[src/rdcq_pkg.sv]
// Shared types and constants of the range distinct-count query block.
`timescale 1ns / 1ps
`default_nettype none
package rdcq_pkg;

  localparam int DEPTH_DEF      = 1024;
  localparam int VALUE_BITS_DEF = 32;
  localparam int ELEM_BITS      = 32;

  typedef enum logic [1:0] {
    ACT_RESTART = 2'd0,
    ACT_APPEND  = 2'd1,
    ACT_QUERY   = 2'd2
  } action_e;

  typedef enum logic [1:0] {
    ST_OK    = 2'd0,
    ST_EMPTY = 2'd1,
    ST_PAST  = 2'd2,
    ST_FULL  = 2'd3
  } status_e;

  typedef enum logic [1:0] {
    S_IDLE   = 2'd0,
    S_APPEND = 2'd1,
    S_QUERY  = 2'd2
  } state_e;

  typedef struct packed {
    logic load;
    logic run;
    logic down;
    logic query;
  } scan_cmd_t;

  typedef struct packed {
    logic pend;
    logic last;
    logic hit;
  } scan_sts_t;

endpackage
`default_nettype wire

[src/rdcq_scan.sv]
// Shared scan unit: address walker, read pipeline, compare and hit counter.
`timescale 1ns / 1ps
`default_nettype none
module rdcq_scan
  import rdcq_pkg::*;
#(
  parameter int DEPTH      = DEPTH_DEF,
  parameter int VALUE_BITS = VALUE_BITS_DEF,
  localparam int AW        = $clog2(DEPTH),
  localparam int CW        = $clog2(DEPTH + 1),
  localparam int KW        = (VALUE_BITS < ELEM_BITS) ? VALUE_BITS : ELEM_BITS
) (
  input  wire logic          clk_i,
  input  wire logic          rst_ni,
  input  wire scan_cmd_t     cmd_i,
  input  wire logic [AW-1:0] first_i,
  input  wire logic [AW-1:0] stop_i,
  input  wire logic [KW-1:0] key_i,
  input  wire logic [AW-1:0] left_i,
  input  wire logic [KW-1:0] val_rdata_i,
  input  wire logic [CW-1:0] prv_rdata_i,
  output logic      [AW-1:0] rd_addr_o,
  output logic      [AW-1:0] pend_addr_o,
  output logic      [CW-1:0] count_o,
  output scan_sts_t          sts_o
);

  logic [AW-1:0] addr_q, addr_d;
  logic [AW-1:0] stop_q, stop_d;
  logic [AW-1:0] pend_addr_q, pend_addr_d;
  logic [CW-1:0] cnt_q, cnt_d;
  logic          down_q, down_d;
  logic          query_q, query_d;
  logic          more_q, more_d;
  logic          pend_q, pend_d;
  logic          match;

  always_comb begin
    if (query_q) begin
      match = (prv_rdata_i == CW'(DEPTH)) || (prv_rdata_i < CW'(left_i));
    end else begin
      match = (val_rdata_i == key_i);
    end
  end

  assign sts_o.pend  = pend_q;
  assign sts_o.last  = pend_q && (pend_addr_q == stop_q);
  assign sts_o.hit   = pend_q && match;
  assign rd_addr_o   = addr_q;
  assign pend_addr_o = pend_addr_q;
  assign count_o     = cnt_q + CW'(sts_o.hit);

  always_comb begin
    addr_d      = addr_q;
    stop_d      = stop_q;
    down_d      = down_q;
    query_d     = query_q;
    more_d      = more_q;
    pend_d      = 1'b0;
    pend_addr_d = pend_addr_q;
    cnt_d       = cnt_q;
    if (cmd_i.load) begin
      addr_d  = first_i;
      stop_d  = stop_i;
      down_d  = cmd_i.down;
      query_d = cmd_i.query;
      more_d  = 1'b1;
      cnt_d   = '0;
    end else if (cmd_i.run) begin
      cnt_d = count_o;
      if (more_q) begin
        pend_d      = 1'b1;
        pend_addr_d = addr_q;
        if (addr_q == stop_q) begin
          more_d = 1'b0;
        end else if (down_q) begin
          addr_d = addr_q - AW'(1);
        end else begin
          addr_d = addr_q + AW'(1);
        end
      end
    end
  end

  always_ff @(posedge clk_i or negedge rst_ni) begin
    if (!rst_ni) begin
      more_q <= 1'b0;
      pend_q <= 1'b0;
    end else begin
      more_q <= more_d;
      pend_q <= pend_d;
    end
  end

  always_ff @(posedge clk_i) begin
    addr_q      <= addr_d;
    stop_q      <= stop_d;
    down_q      <= down_d;
    query_q     <= query_d;
    pend_addr_q <= pend_addr_d;
    cnt_q       <= cnt_d;
  end

endmodule
`default_nettype wire

[config.mk]
export PLATFORM = sky130hd
export DESIGN_NAME = rdcq_scan
export DESIGN_NICKNAME = d
export VERILOG_FILES = /design/src/rdcq_pkg.sv /design/src/rdcq_scan.sv
export SDC_FILE = /design/constraint.sdc
export NUM_CORES = 1
export LEC_CHECK = 0
export BUFFER_PORTS_ARGS = -buffer_cell sky130_fd_sc_hd__clkbuf_2
export CAP_MARGIN = 20
export CELL_PAD_IN_SITES_DETAIL_PLACEMENT = 2
export CELL_PAD_IN_SITES_GLOBAL_PLACEMENT = 2
export CORE_ASPECT_RATIO = 1.1
export CORE_UTILIZATION = 27
export DETAILED_ROUTE_END_ITERATION = 7
export HOLD_SLACK_MARGIN = 0.15
export PLACE_DENSITY = 0.9
export SYNTH_ARGS = -nofsm -noshare
export SYNTH_HDL_FRONTEND = slang
export SYNTH_SLANG_ARGS = --single-unit
[constraint.sdc]
create_clock -name clk_i -period 3.5 [get_ports clk_i]
set_input_delay 0.525 -clock clk_i [delete_from_list [all_inputs] [get_ports clk_i]]
set_output_delay 0.525 -clock clk_i [all_outputs]
set_load 0.05 [all_outputs]
### Yosys cells after proc, flatten, opt, wreduce, memory -nomap -nowiden

Index checks and enable logic that the tools add are counted.

* output and inout port bits: 34
* flip-flop bits (word level): 45
* word-level logic and storage cells: 38
* input port bits: 111

* reduce and logical (&&, ||, !) cells: 7
* magnitude comparators: 1
* bitwise gates (word level): 1
* equal/unequal tests: 5
* multiplexer cells: 13
* $add $sub $neg: 3

Operators with widths (count)
* $mux 10: 5
* $eq 32x32->1: 1
* $eq 10x10->1: 2
* $add 11x1->11: 1
* $eq 11x11->1 const B: 1
* $lt 11x10->1: 1
* $add 10x1->10 const B: 1
* $sub 10x1->10 const B: 1
* $mux 1: 8
* $reduce_and 3->1: 2
* $reduce_bool 2->1: 2
* $logic_and 1x1->1: 2
* $ne 2x2->1 const B: 1
* $logic_or 1x1->1: 1
* $not 1->1: 1

### Logic depth before layout (Yosys ltp)

Gate-level depths: netlist of run 1.

* depth in word-level cells: 6
* mapped depth: 15
* mapped depth without buffers: 14

### Worst setup path before layout of run 1

Ideal clock, no wire load.

* path kind: input port to output port
* start point: input port left_i[8]
* end point: output port count_o[10]
* data required time: 2.975 ns
* buffers on the path: 1
* setup slack: -0.988 ns
* cell stages on the path: 13
* data arrival time: 3.963 ns
* cell sequence: inv_1 > ha_1 > a21o_1 > a211o_1 > a2111oi_0 > o21ai_1 > o211ai_1 > ha_1 > ha_1 > and3_1 > buf_2 > nand4_1 > xnor2_1

RTL lines
* start, declared: line rdcq_scan.sv:19 `input wire logic [AW-1:0] left_i,`
* end, declared: line rdcq_scan.sv:24 `output logic [CW-1:0] count_o,`

### Final worst setup path of run 1

* start point: input port prv_rdata_i[8]
* end point: output port count_o[6]

* word-level cells in the longest chain between the ends: 5
* elaborated cells between the ends (all ways): 6
* classes of those cells: 1 x add/sub; 1 x order compare; 1 x eq/ne; 1 x mux; 2 x reduce/logical

Ends and longest elaborated chain
* start, declared: line rdcq_scan.sv:21 `input wire logic [CW-1:0] prv_rdata_i,`
* $lt 11x10->1 or $eq 11x11->1 (tied branches): line rdcq_scan.sv:40 `match = (prv_rdata_i == CW'(DEPTH)) || (prv_rdata_i < CW'(left_i));`
* $logic_or 1x1->1 *: line rdcq_scan.sv:40
* $mux 1 *: line rdcq_scan.sv:39 `if (query_q) begin`
* $logic_and 1x1->1 *: line rdcq_scan.sv:48 `assign sts_o.hit = pend_q && match;`
* $add 11x1->11 *: line rdcq_scan.sv:51 `assign count_o = cnt_q + CW'(sts_o.hit);`

Every way passes the cells marked *; elsewhere a longest branch is shown, timed or not.

==> impl_metrics.py, run 1 <==
metrics = {
    "floorplan": {
        "die_h_um": 113,
        "die_x_um": 103,
        "fp-row-count": 40,
        "start_util_pct": 27.7,
        "pin_count": 145,
        "core_area_sq_um": 10900,
        "dieArea_sq_um": 11600,
    },
    "critical_path": {
        "start_kind": "primary input",
        "reg2reg_slack_ns": 0.79,
        "criticalPathCategory": "primary input to primary output",
        "critPathRequiredTime_ns": 2.97,
        "crit_arrival_ns": 3.11,
        "worst-path-max-fanout": 4,
        "r2r_cells": 12,
        "cp-end-kind": "primary output",
        "rr_endpoint": "cnt_q[10]",
        "worstReg2RegStart": "query_q",
    },
    "timing": {
        "hold_ws_ns": 0.412,
        "fmax_mhz": 275,
        "finalCritPeriodShare_pct": 104,
        "fin_skew_ns": 0.00681,
        "setup_viol": 6,
        "min_period_ns": 3.64,
        "maxSlewViolCount": 0,
        "tightestPinTransition_ns": 0.953,
        "hold_viol": 0,
        "slew_headroom_pct": 36.2,
        "fin_ws_ns": -0.138,
        "rsz0062_at_grt": "yes",
    },
    "logic_synthesis": {
        "yosysWarnings": 0,
        "syn_nets": 424,
        "synthDistinctLibCells": 41,
        "synth_top_area_share_pct": 31.8,
        "synthCells": 293,
        "synth_area_per_cell_sq_um": 10.3,
        "synth-edff-count": 32,
        "synth_area_leader_cell": "edfxtp_1",
        "ys_seq_area_share_pct": 40.8,
        "synthTopCellsByArea": "edfxtp_1 (32%), xnor2_1 (12%), xor2_1 (9.9%)",
        "synth_top_flop_cell": "edfxtp_1",
        "synth_area_sq_um": 3020,
        "async_flop_share_pct": 4.44,
        "ys_seq_elements": 45,
    },
    "route": {
        "viasPerCell": 4.85,
        "first_pass_iters": 4,
        "ant_nets": 0,
        "wirelength_um": 12000,
        "wire_per_inst_um": 19.9,
        "drc": 0,
        "dr_total_vias": 2917,
        "dr.first_iter.drc_count": 82,
    },
    "cells_and_area": {
        "drive_gt1_share_pct": 42.3,
        "diodes": 0,
        "final_nets": 584,
        "final_common_cell": "clkbuf_2",
        "fin_cells": 601,
        "area_growth_pct": 51.4,
        "layout_common_cells": "clkbuf_2 (133), xnor2_1 (36), xor2_1 (32), edfxtp_1 (32)",
    },
    "cts": {
        "cts-root-buf": "clkbuf_16",
        "tritoncts": "built",
        "clk_pin_slew_worst_paths_ns": 0.07,
        "htree_levels": 2,
        "clock_latency_ns": 0.29,
        "cts-buffers-inserted": 5,
        "clockBufferDepth": 2,
        "cts.sinks": 45,
    },
    "status": {
        "violations": "negative setup slack",
        "status": "finished with violations",
    },
    "power": {
        "max-vdd-ir-drop_v": 0.000317,
        "swShare_pct": 36.6,
        "seqPwrFrac_pct": 38.3,
        "p_leak_nw": 2.03,
        "powerDensity_nw_per_um2": 412,
        "pwr-share-clk_pct": 26.4,
        "p_int_w": 0.00119,
        "p_switching_w": 0.000690,
        "power_frac_comb_pct": 35.3,
    },
    "hold_path": {
        "hold_end": "stop_q[2]",
        "min_path_type": "primary input to flip-flop",
        "hold_depth": 1,
        "worstHoldStart": "stop_i[2]",
    },
    "placed_design": {
        "port_buffers": 144,
        "dpl.cell_count": 583,
        "place_hpwl_um": 9750,
        "place_congestion": 0.816,
    },
    "global_routing": {
        "antenna_found_initial": 0,
        "grt_max_degree": 28,
        "grt_usage_pct": 20.3,
        "overflow": 0,
        "grt_pass1_wl_um": 17500,
        "grt_pass1_vias": 3333,
    },
    "run": {
        "max_cap_violations": 0,
    },
}
[cells by family (layout without fill, tap and decap cells)]
group	after synthesis	count (layout)	share of synthesized area [%]
xor+xnor	76	76	22.1
fa+ha+maj	20	20	8.54
compound gates	45	45	10.2
buf+inv	24	185	3.23
mux	5	5	1.66
simple gates	78	78	13.5
flops	45	45	40.8
[power groups by stage]
stage	combinational, W	clock (W)	sequential, W
global placement	0.000611	0	0.000725
finish	0.000664	0.000497	0.000722
global route	0.000716	0.000528	0.000729
CTS	0.000662	0.000511	0.000724
detailed placement	0.000651	0	0.000735
floorplan	0.000312	0	0.000838
[cell type report]
type,instances,area [sq um]
clock inverter,2,17.5
fill,1218,6340
multi-input combinational,224,1930
clock buffer,6,139
tap,147,184
sequential,45,1230
timing repair buffer,162,1000
inverter,15,61.3
[layer usage]
metal,up-vias,track usage (%),part of all wire (%)
met5,-,0,0
met4,0,9.58,3.8
met3,24,2.96,6.5
met2,117,39.2,54
met1,1412,20.8,36
li1,1364,-,-
[timing repair]
item | in CTS | in global routing
resized for setup | 10 | 16
endpoints found under the setup margin | 7 | 9
hold buffers | 1 | 0
endpoints found under the hold margin | 2 | 0
pin swaps | 5 | 5
gates cloned | 0 | 0
setup buffers | 4 | 5
[worst max path at each step]
stage / to / cells past startpoint / slack, ns / startpoint
after floorplan: count_o[10] / 12 / -0.48 / prv_rdata_i[8]
after global placement: count_o[10] / 14 / -0.1 / left_i[8]
after detailed placement: count_o[10] / 14 / -0.17 / left_i[8]
after CTS: count_o[10] / 13 / -0.06 / prv_rdata_i[8]
after global routing: count_o[10] / 13 / -0.28 / prv_rdata_i[8]
final: count_o[6] / 14 / -0.14 / prv_rdata_i[8]
[registers in the layout (all words and copies together) (netlist names)]
| register | flops |
|---|---|
| cnt_q | 11 |
| pend_addr_o | 10 |
| rd_addr_o | 10 |
| stop_q | 10 |
| down_q | 1 |
| more_q | 1 |
| pend_q | 1 |
| query_q | 1 |
[critical path, stage by stage]
cell and delay [ns]:
buf_8 0.10, ha_4 0.23, a21o_1 0.21, a211o_1 0.33, a2111oi_4 0.20, o21ai_1 0.11
o211ai_1 0.13, ha_2 0.28, ha_4 0.14, and3_4 0.22, buf_4 0.13, nand3_4 0.10
xnor2_4 0.24, buf_12 0.16
[stage by stage]
stage / worst slack [ns] / area (sq um) / utilization, % / power (W) / setup TNS (ns)
6_report: -0.138 / 4570 / 41.9 / 0.00188 / -0.447
5_1_grt: -0.279 / 4570 / 41.9 / 0.00197 / -1.43
4_1_cts: -0.0620 / 4470 / 41.0 / 0.00190 / -0.186
3_5_place_dp: -0.170 / 4220 / 38.7 / 0.00139 / -0.902
3_3_place_gp: -0.0966 / 4220 / 38.7 / 0.00134 / -0.344
2_1_floorplan: -0.483 / 3200 / - / 0.00115 / -3.17
[synth_stat cells (3+ instances only)]
cell type	n
a211oi_1	5
dfxtp_1	11
nor2_1	17
nand3_1	10
clkbuf_1	5
nand2_1	17
inv_1	15
a21o_1	6
mux2i_1	5
ha_1	19
o21a_1	4
buf_2	3
and3_1	3
xor2_1	34
a21oi_1	5
o21ai_0	9
nor4_1	7
edfxtp_1	32
nor4b_1	3
xnor2_1	42
nand4_1	12
Note: power is estimated with default switching activity, not from simulation.
==> inputs of run 2 (changes only) <==
--- a/config.mk
+++ b/config.mk
@@ -13,7 +13,7 @@
 export CORE_UTILIZATION = 27
 export DETAILED_ROUTE_END_ITERATION = 7
 export HOLD_SLACK_MARGIN = 0.15
-export PLACE_DENSITY = 0.9
+export PLACE_DENSITY_LB_ADDON = 0.1
 export SYNTH_ARGS = -nofsm -noshare
 export SYNTH_HDL_FRONTEND = slang
 export SYNTH_SLANG_ARGS = --single-unit
==> run 2 against run 1 <==
The flow still finishes with violations (negative setup slack). Clock power rose by 6.6%. Sequential cell count is the same. Worst setup slack improved by 0.056 ns. Routed wire length down 13%. Clock skew about the same. Global-route usage decreased by 2.8 points. Final cell count fell by 0.50%. Critical path depth down 1. Fmax up 1.6%. Die area is the same. Via count is 3.8% lower. Utilization rose by 0.17 points. Critical endpoint is now count_o[10]. Largest cell class unchanged. Largest power group unchanged.
==> impl_metrics.py, run 2 (synthesis gave the netlist of run 1 again) <==
metrics = {
    "cells_and_area": {
        "layout_common_cells": "clkbuf_2 (132), xnor2_1 (33), xor2_1 (32), edfxtp_1 (32)",
        "final_nets": 581,
        "area_growth_pct": 52.0,
        "top_register": "cnt_q",
        "finish.utilization_pct": 42.1,
        "final_common_cell": "clkbuf_2",
        "largest_reg_flops": 11,
        "fillers": 1199,
        "drive_gt1_share_pct": 42.7,
    },
    "global_routing": {
        "grt_usage_pct": 17.5,
        "grt_pass1_wl_um": 15300,
        "antenna_found_initial": 1,
        "use_met1_pct": 19.7,
        "use_met2_pct": 31.4,
        "grt_max_degree": 50,
        "grt_pass1_vias": 2984,
        "use_met3_pct": 5.00,
        "busiest_layer": "met2",
        "overflow": 0,
    },
    "timing": {
        "min_period_ns": 3.58,
        "slew_headroom_pct": 41.6,
        "setup_viol": 5,
        "maxSlewViolCount": 0,
        "tightestPinTransition_ns": 0.872,
        "finalCritPeriodShare_pct": 102,
        "fin_ws_ns": -0.0826,
        "rsz0062_at_grt": "yes",
        "fmax_mhz": 279,
        "hold_viol": 0,
        "fin_skew_ns": 0.00721,
    },
    "critical_path": {
        "criticalPathCategory": "primary input to primary output",
        "cp_common_cell": "nand4_1",
        "crit_arrival_ns": 3.06,
        "slowest_delay_ns": 0.36,
        "critPathRequiredTime_ns": 2.97,
        "crit_chain": "clkbuf_2, xnor2_2, nand4_1, nor4_2, buf_4, nand4_1, o211ai_1, ha_2, ha_4, and3_4, nand4_1, xnor2_4, buf_8",
        "cp_top_family": "simple AND/OR/NAND/NOR gates",
        "start_kind": "primary input",
        "worst-path-buf-inv": 3,
        "cp-end-kind": "primary output",
        "cp_slowest_cell": "nor4_2",
        "worst-path-max-fanout": 3,
    },
    "cts": {
        "tritoncts": "built",
        "clk_pin_slew_worst_paths_ns": 0.06,
        "cts-root-buf": "clkbuf_16",
        "cts.sinks": 45,
        "clockBufferDepth": 2,
        "clock_latency_ns": 0.29,
        "cts-buffers-inserted": 5,
        "htree_levels": 2,
    },
    "route": {
        "dr.first_iter.drc_count": 80,
        "drc": 0,
        "viasPerCell": 4.69,
        "wire_per_inst_um": 17.4,
        "first_pass_iters": 5,
        "ant_nets": 0,
        "dr_total_vias": 2807,
        "wirelength_um": 10400,
    },
    "placed_design": {
        "place_hpwl_um": 8300,
        "pre_cts_ws_ns": -0.325,
        "place_congestion": 0.810,
        "port_buffers": 144,
    },
    "power": {
        "powerDensity_nw_per_um2": 415,
        "seqPwrFrac_pct": 37.5,
        "p_switching_w": 0.000660,
        "power_w": 0.00190,
        "max-vdd-ir-drop_v": 0.000196,
        "pwr-share-clk_pct": 27.9,
        "p_leak_nw": 2.03,
        "power_frac_comb_pct": 34.6,
        "p_int_w": 0.00124,
        "swShare_pct": 34.7,
    },
    "floorplan": {
        "die_h_um": 113,
        "dieArea_sq_um": 11600,
        "pin_count": 145,
        "core_area_sq_um": 10900,
        "fp-row-count": 40,
        "start_util_pct": 27.7,
        "die_x_um": 103,
    },
    "status": {
        "status": "finished with violations",
        "violations": "negative setup slack",
    },
    "run": {
        "max_cap_violations": 0,
    },
    "hold_path": {
        "min_path_type": "primary input to flip-flop",
    },
}
run 2: cell count changes in the layout (fill, tap and decap cells not counted), moves of 2 or more:
| cell | previous run | this run |
|---|---|---|
| buf_12 | 7 | 4 |
| buf_4 | 14 | 11 |
| buf_8 | 2 | 5 |
| xnor2_1 | 36 | 33 |
| buf_6 | 4 | 6 |
| xnor2_2 | 1 | 3 |
run 2: metal layers:
layer | vias up | wire, um
met5 | - | 0
met4 | 0 | 146
met3 | 9 | 876
met2 | 111 | 5230
met1 | 1330 | 4150
li1 | 1357 | -
run 2: layout make-up:
class | count | area [sq um] | area share [%]
multi-input cells | 224 | 1970 | 43.0
flip-flops and latches | 45 | 1230 | 26.8
repair buffers | 159 | 976 | 21.3
well taps | 147 | 184 | 4.01
clock buffers | 5 | 125 | 2.73
inverters | 15 | 61.3 | 1.34
clock inverters | 2 | 35.0 | 0.764
diodes | 1 | 2.50 | 0.0545
run 2: worst reg2reg max path, cell delays in order, from the launching register on:
cell	delay [ns]
edfxtp_1	0.39
nor4b_1	0.32
nand4_1	0.15
o211ai_1	0.29
ha_2	0.29
buf_6	0.13
nand3_4	0.08
nor2_4	0.23
buf_6	0.16
buf_4	0.10
nand4_1	0.10
xor2_1	0.17
nor2_1	0.05
run 2: worst paths after layout:
path,slack [ns],depth (start not counted),to,start
min in group asynchronous,0.59,2,pend_q,rst_ni
setup reg to reg,0.88,12,cnt_q[7],query_q
hold / removal,0.41,1,query_q,cmd_i[0]
hold reg to reg,0.53,2,cnt_q[0],cnt_q[0]
max in group asynchronous,2.81,2,more_q,rst_ni
setup / recovery,-0.08,13,count_o[10],val_rdata_i[31]
run 2: power groups by stage:
stage | registers (W) | logic (W) | clock network (W)
3_5_place_dp | 0.000726 | 0.000645 | 0
3_3_place_gp | 0.000723 | 0.000623 | 0
6_report | 0.000713 | 0.000659 | 0.000530
5_1_grt | 0.000724 | 0.000711 | 0.000563
4_1_cts | 0.000716 | 0.000653 | 0.000546
2_1_floorplan | 0.000838 | 0.000312 | 0
run 2: through the flow:
step	setup TNS (ns)	instances	cell area [sq um]	hold slack, ns
2_1_floorplan	-3.17	293	3200	0.229
3_3_place_gp	-1.03	586	4200	0.314
3_5_place_dp	-1.62	586	4200	0.315
4_1_cts	-0.685	596	4460	0.398
5_1_grt	-1.70	597	4590	0.399
6_report	-0.301	598	4590	0.408
run 2: timing repair:
item | 4_1_cts | 5_1_grt
setup buffers | 2 | 1
resized for setup | 15 | 28
hold buffers | 1 | 0
endpoints found under the hold margin | 2 | 0
pin swaps | 7 | 13
endpoints found under the setup margin | 8 | 9
==> inputs of run 3 (changes only) <==
--- a/config.mk
+++ b/config.mk
@@ -10,7 +10,7 @@
 export CELL_PAD_IN_SITES_DETAIL_PLACEMENT = 2
 export CELL_PAD_IN_SITES_GLOBAL_PLACEMENT = 2
 export CORE_ASPECT_RATIO = 1.1
-export CORE_UTILIZATION = 27
+export CORE_UTILIZATION = 29
 export DETAILED_ROUTE_END_ITERATION = 7
 export HOLD_SLACK_MARGIN = 0.15
 export PLACE_DENSITY_LB_ADDON = 0.1
==> constraint.sdc (replaced) <==
create_clock -name clk_i -period 4.2 [get_ports clk_i]
set_input_delay 0.63 -clock clk_i [delete_from_list [all_inputs] [get_ports clk_i]]
set_output_delay 0.63 -clock clk_i [all_outputs]
set_load 0.05 [all_outputs]
==> run 3 against run 2 <==
The flow now finishes without violations. Combinational power fell by 20%. Routed wire length decreased by 7.6%. Critical path depth is 1 higher. Worst setup slack improved by 0.36 ns. Final cell count down 5.9%. First-iteration DRC count shrank 16%. Design area fell by 9.8%. Global-route usage up 0.79 points. Utilization decreased by 0.59 points. Power is 27% lower. Sequential power decreased by 17%. Register-to-register slack better by 0.78 ns. Critical endpoint unchanged. Largest power group unchanged. Highest routed layer is now met5.
==> impl_metrics.py, run 3 (synthesis gave the netlist of run 1 again) <==
metrics = {
    "global_routing": {
        "grt_usage_pct": 18.3,
        "grt_pass1_vias": 2973,
        "grt_max_degree": 28,
        "overflow": 0,
        "antenna_found_initial": 1,
        "grt_pass1_wl_um": 15100,
    },
    "cts": {
        "clockBufferDepth": 2,
        "tritoncts": "built",
        "cts.sinks": 45,
        "cts-root-buf": "clkbuf_8",
        "clk_pin_slew_worst_paths_ns": 0.09,
        "post_cts_buffers": 0,
        "cts-buffers-inserted": 5,
        "clock_latency_ns": 0.30,
        "htree_levels": 2,
    },
    "floorplan": {
        "die_x_um": 99.3,
        "dieArea_sq_um": 10800,
        "fp-row-count": 38,
        "die_h_um": 109,
        "start_util_pct": 30.2,
        "pin_count": 145,
        "core_area_sq_um": 9980,
    },
    "critical_path": {
        "start_kind": "primary input",
        "crit_arrival_ns": 3.29,
        "worst-path-max-fanout": 6,
        "reg2reg_slack_ns": 1.66,
        "criticalPathCategory": "primary input to primary output",
        "critPathRequiredTime_ns": 3.57,
        "cp-end-kind": "primary output",
    },
    "power": {
        "seqPwrFrac_pct": 42.8,
        "swShare_pct": 37.8,
        "power_frac_comb_pct": 38.0,
        "p_int_w": 0.000860,
        "p_switching_w": 0.000522,
        "max-vdd-ir-drop_v": 0.000250,
        "powerDensity_nw_per_um2": 334,
        "p_leak_nw": 1.88,
        "power_w": 0.00138,
        "pwr-share-clk_pct": 19.1,
    },
    "cells_and_area": {
        "area_growth_pct": 37.2,
        "layout_common_cells": "clkbuf_2 (142), xnor2_1 (37), xor2_1 (32), edfxtp_1 (32)",
        "finalInstanceArea_sq_um": 4140,
        "final_common_cell": "clkbuf_2",
        "final_nets": 572,
        "fin_cells": 563,
        "top_register": "cnt_q",
        "largest_reg_flops": 11,
        "fillers": 1115,
        "drive_gt1_share_pct": 39.4,
    },
    "placed_design": {
        "dpl.cell_count": 553,
        "place_hpwl_um": 8270,
        "dpl_cell_area_sq_um": 4030,
        "place_congestion": 0.859,
        "port_buffers": 144,
    },
    "timing": {
        "maxSlewViolCount": 0,
        "rsz0062_at_grt": "no",
        "fin_tns_setup_ns": 0,
        "min_period_ns": 3.92,
        "finalCritPeriodShare_pct": 93.3,
        "slew_headroom_pct": 40.6,
        "fmax_mhz": 255,
        "hold_viol": 0,
        "fin_skew_ns": 0.00661,
        "tightestPinTransition_ns": 0.888,
        "setup_viol": 0,
    },
    "route": {
        "viasPerCell": 4.90,
        "dr_total_vias": 2761,
        "wirelength_um": 9620,
        "dr.first_iter.drc_count": 67,
        "wire_per_inst_um": 17.1,
        "ant_nets": 0,
        "first_pass_iters": 4,
        "drc": 0,
    },
    "hold_path": {
        "min_path_type": "primary input to flip-flop",
    },
    "run": {
        "max_cap_violations": 0,
    },
    "status": {
        "status": "finished clean",
    },
}
==> run 3: cell count changes in the layout (fill, tap and decap cells not counted), sizes merged <==
cell | before | now
buf | 26 | 7
bufinv | 1 | 0
clkbuf | 137 | 147
clkinvlp | 0 | 1
inv | 14 | 15
==> run 3: worst max-delay path, cell delays in order <==
cell and delay, ns:
clkbuf_2 0.08, inv_1 0.04, ha_1 0.31, a21o_1 0.17
a211o_1 0.32, a2111oi_2 0.20, o21ai_1 0.11, o211ai_1 0.15
ha_2 0.25, ha_2 0.18, and3_4 0.24, nand4_1 0.22
xnor2_4 0.25, buf_12 0.15
==> run 3: cell type report <==
type	count	area (sq um)	share of cell area, %
inverters	15	56.3	1.36
repair buffers	150	798	19.3
clock inverters	3	17.5	0.423
flip-flops and latches	45	1230	29.7
multi-input cells	224	1820	43.9
well taps	120	150	3.63
clock buffers	5	68.8	1.66
diodes	1	2.50	0.0604
==> run 3: final timing paths <==
kind / startpoint / end / cells after the start
min reg2reg: cnt_q[0] / cnt_q[0] / 2
max in group asynchronous: rst_ni / pend_q / 2
min: cmd_i[1] / down_q / 1
min in group asynchronous: rst_ni / more_q / 2
max: left_i[8] / count_o[10] / 14
max reg2reg: query_q / cnt_q[10] / 10
==> run 3: metrics by stage <==
step,setup slack (ns),hold WS [ns],utilization (%)
detailed placement,0.0429,0.425,40.4
global route,0.0382,0.495,41.4
finish,0.281,0.506,41.5
global placement,0.0903,0.420,40.4
floorplan,-0.124,0.334,-
CTS,0.0158,0.495,41.3
==> run 3: power by group through the flow <==
stage | clock, W | sequential [W] | combinational (W)
6_report | 0.000264 | 0.000592 | 0.000526
5_1_grt | 0.000290 | 0.000601 | 0.000578
4_1_cts | 0.000273 | 0.000595 | 0.000534
3_5_place_dp | 0 | 0.000605 | 0.000530
3_3_place_gp | 0 | 0.000603 | 0.000512
2_1_floorplan | 0 | 0.000699 | 0.000259
==> run 3: per-layer routing <==
layer,wire length [um],part of all wire (%),up-vias,global-route usage [%]
met1,3840,40,1304,20.4
met3,871,9.1,7,5.38
met5,13,0.14,-,0
met2,4820,50,108,34.3
li1,-,-,1340,-
met4,74,0.77,2,3.78
==> run 3: repair_timing <==
action                                  in CTS  in global routing
hold buffers                                 1                  0
endpoints found under the setup margin       0                  7
resized for setup                            0                  4
endpoints found under the hold margin        2                  0
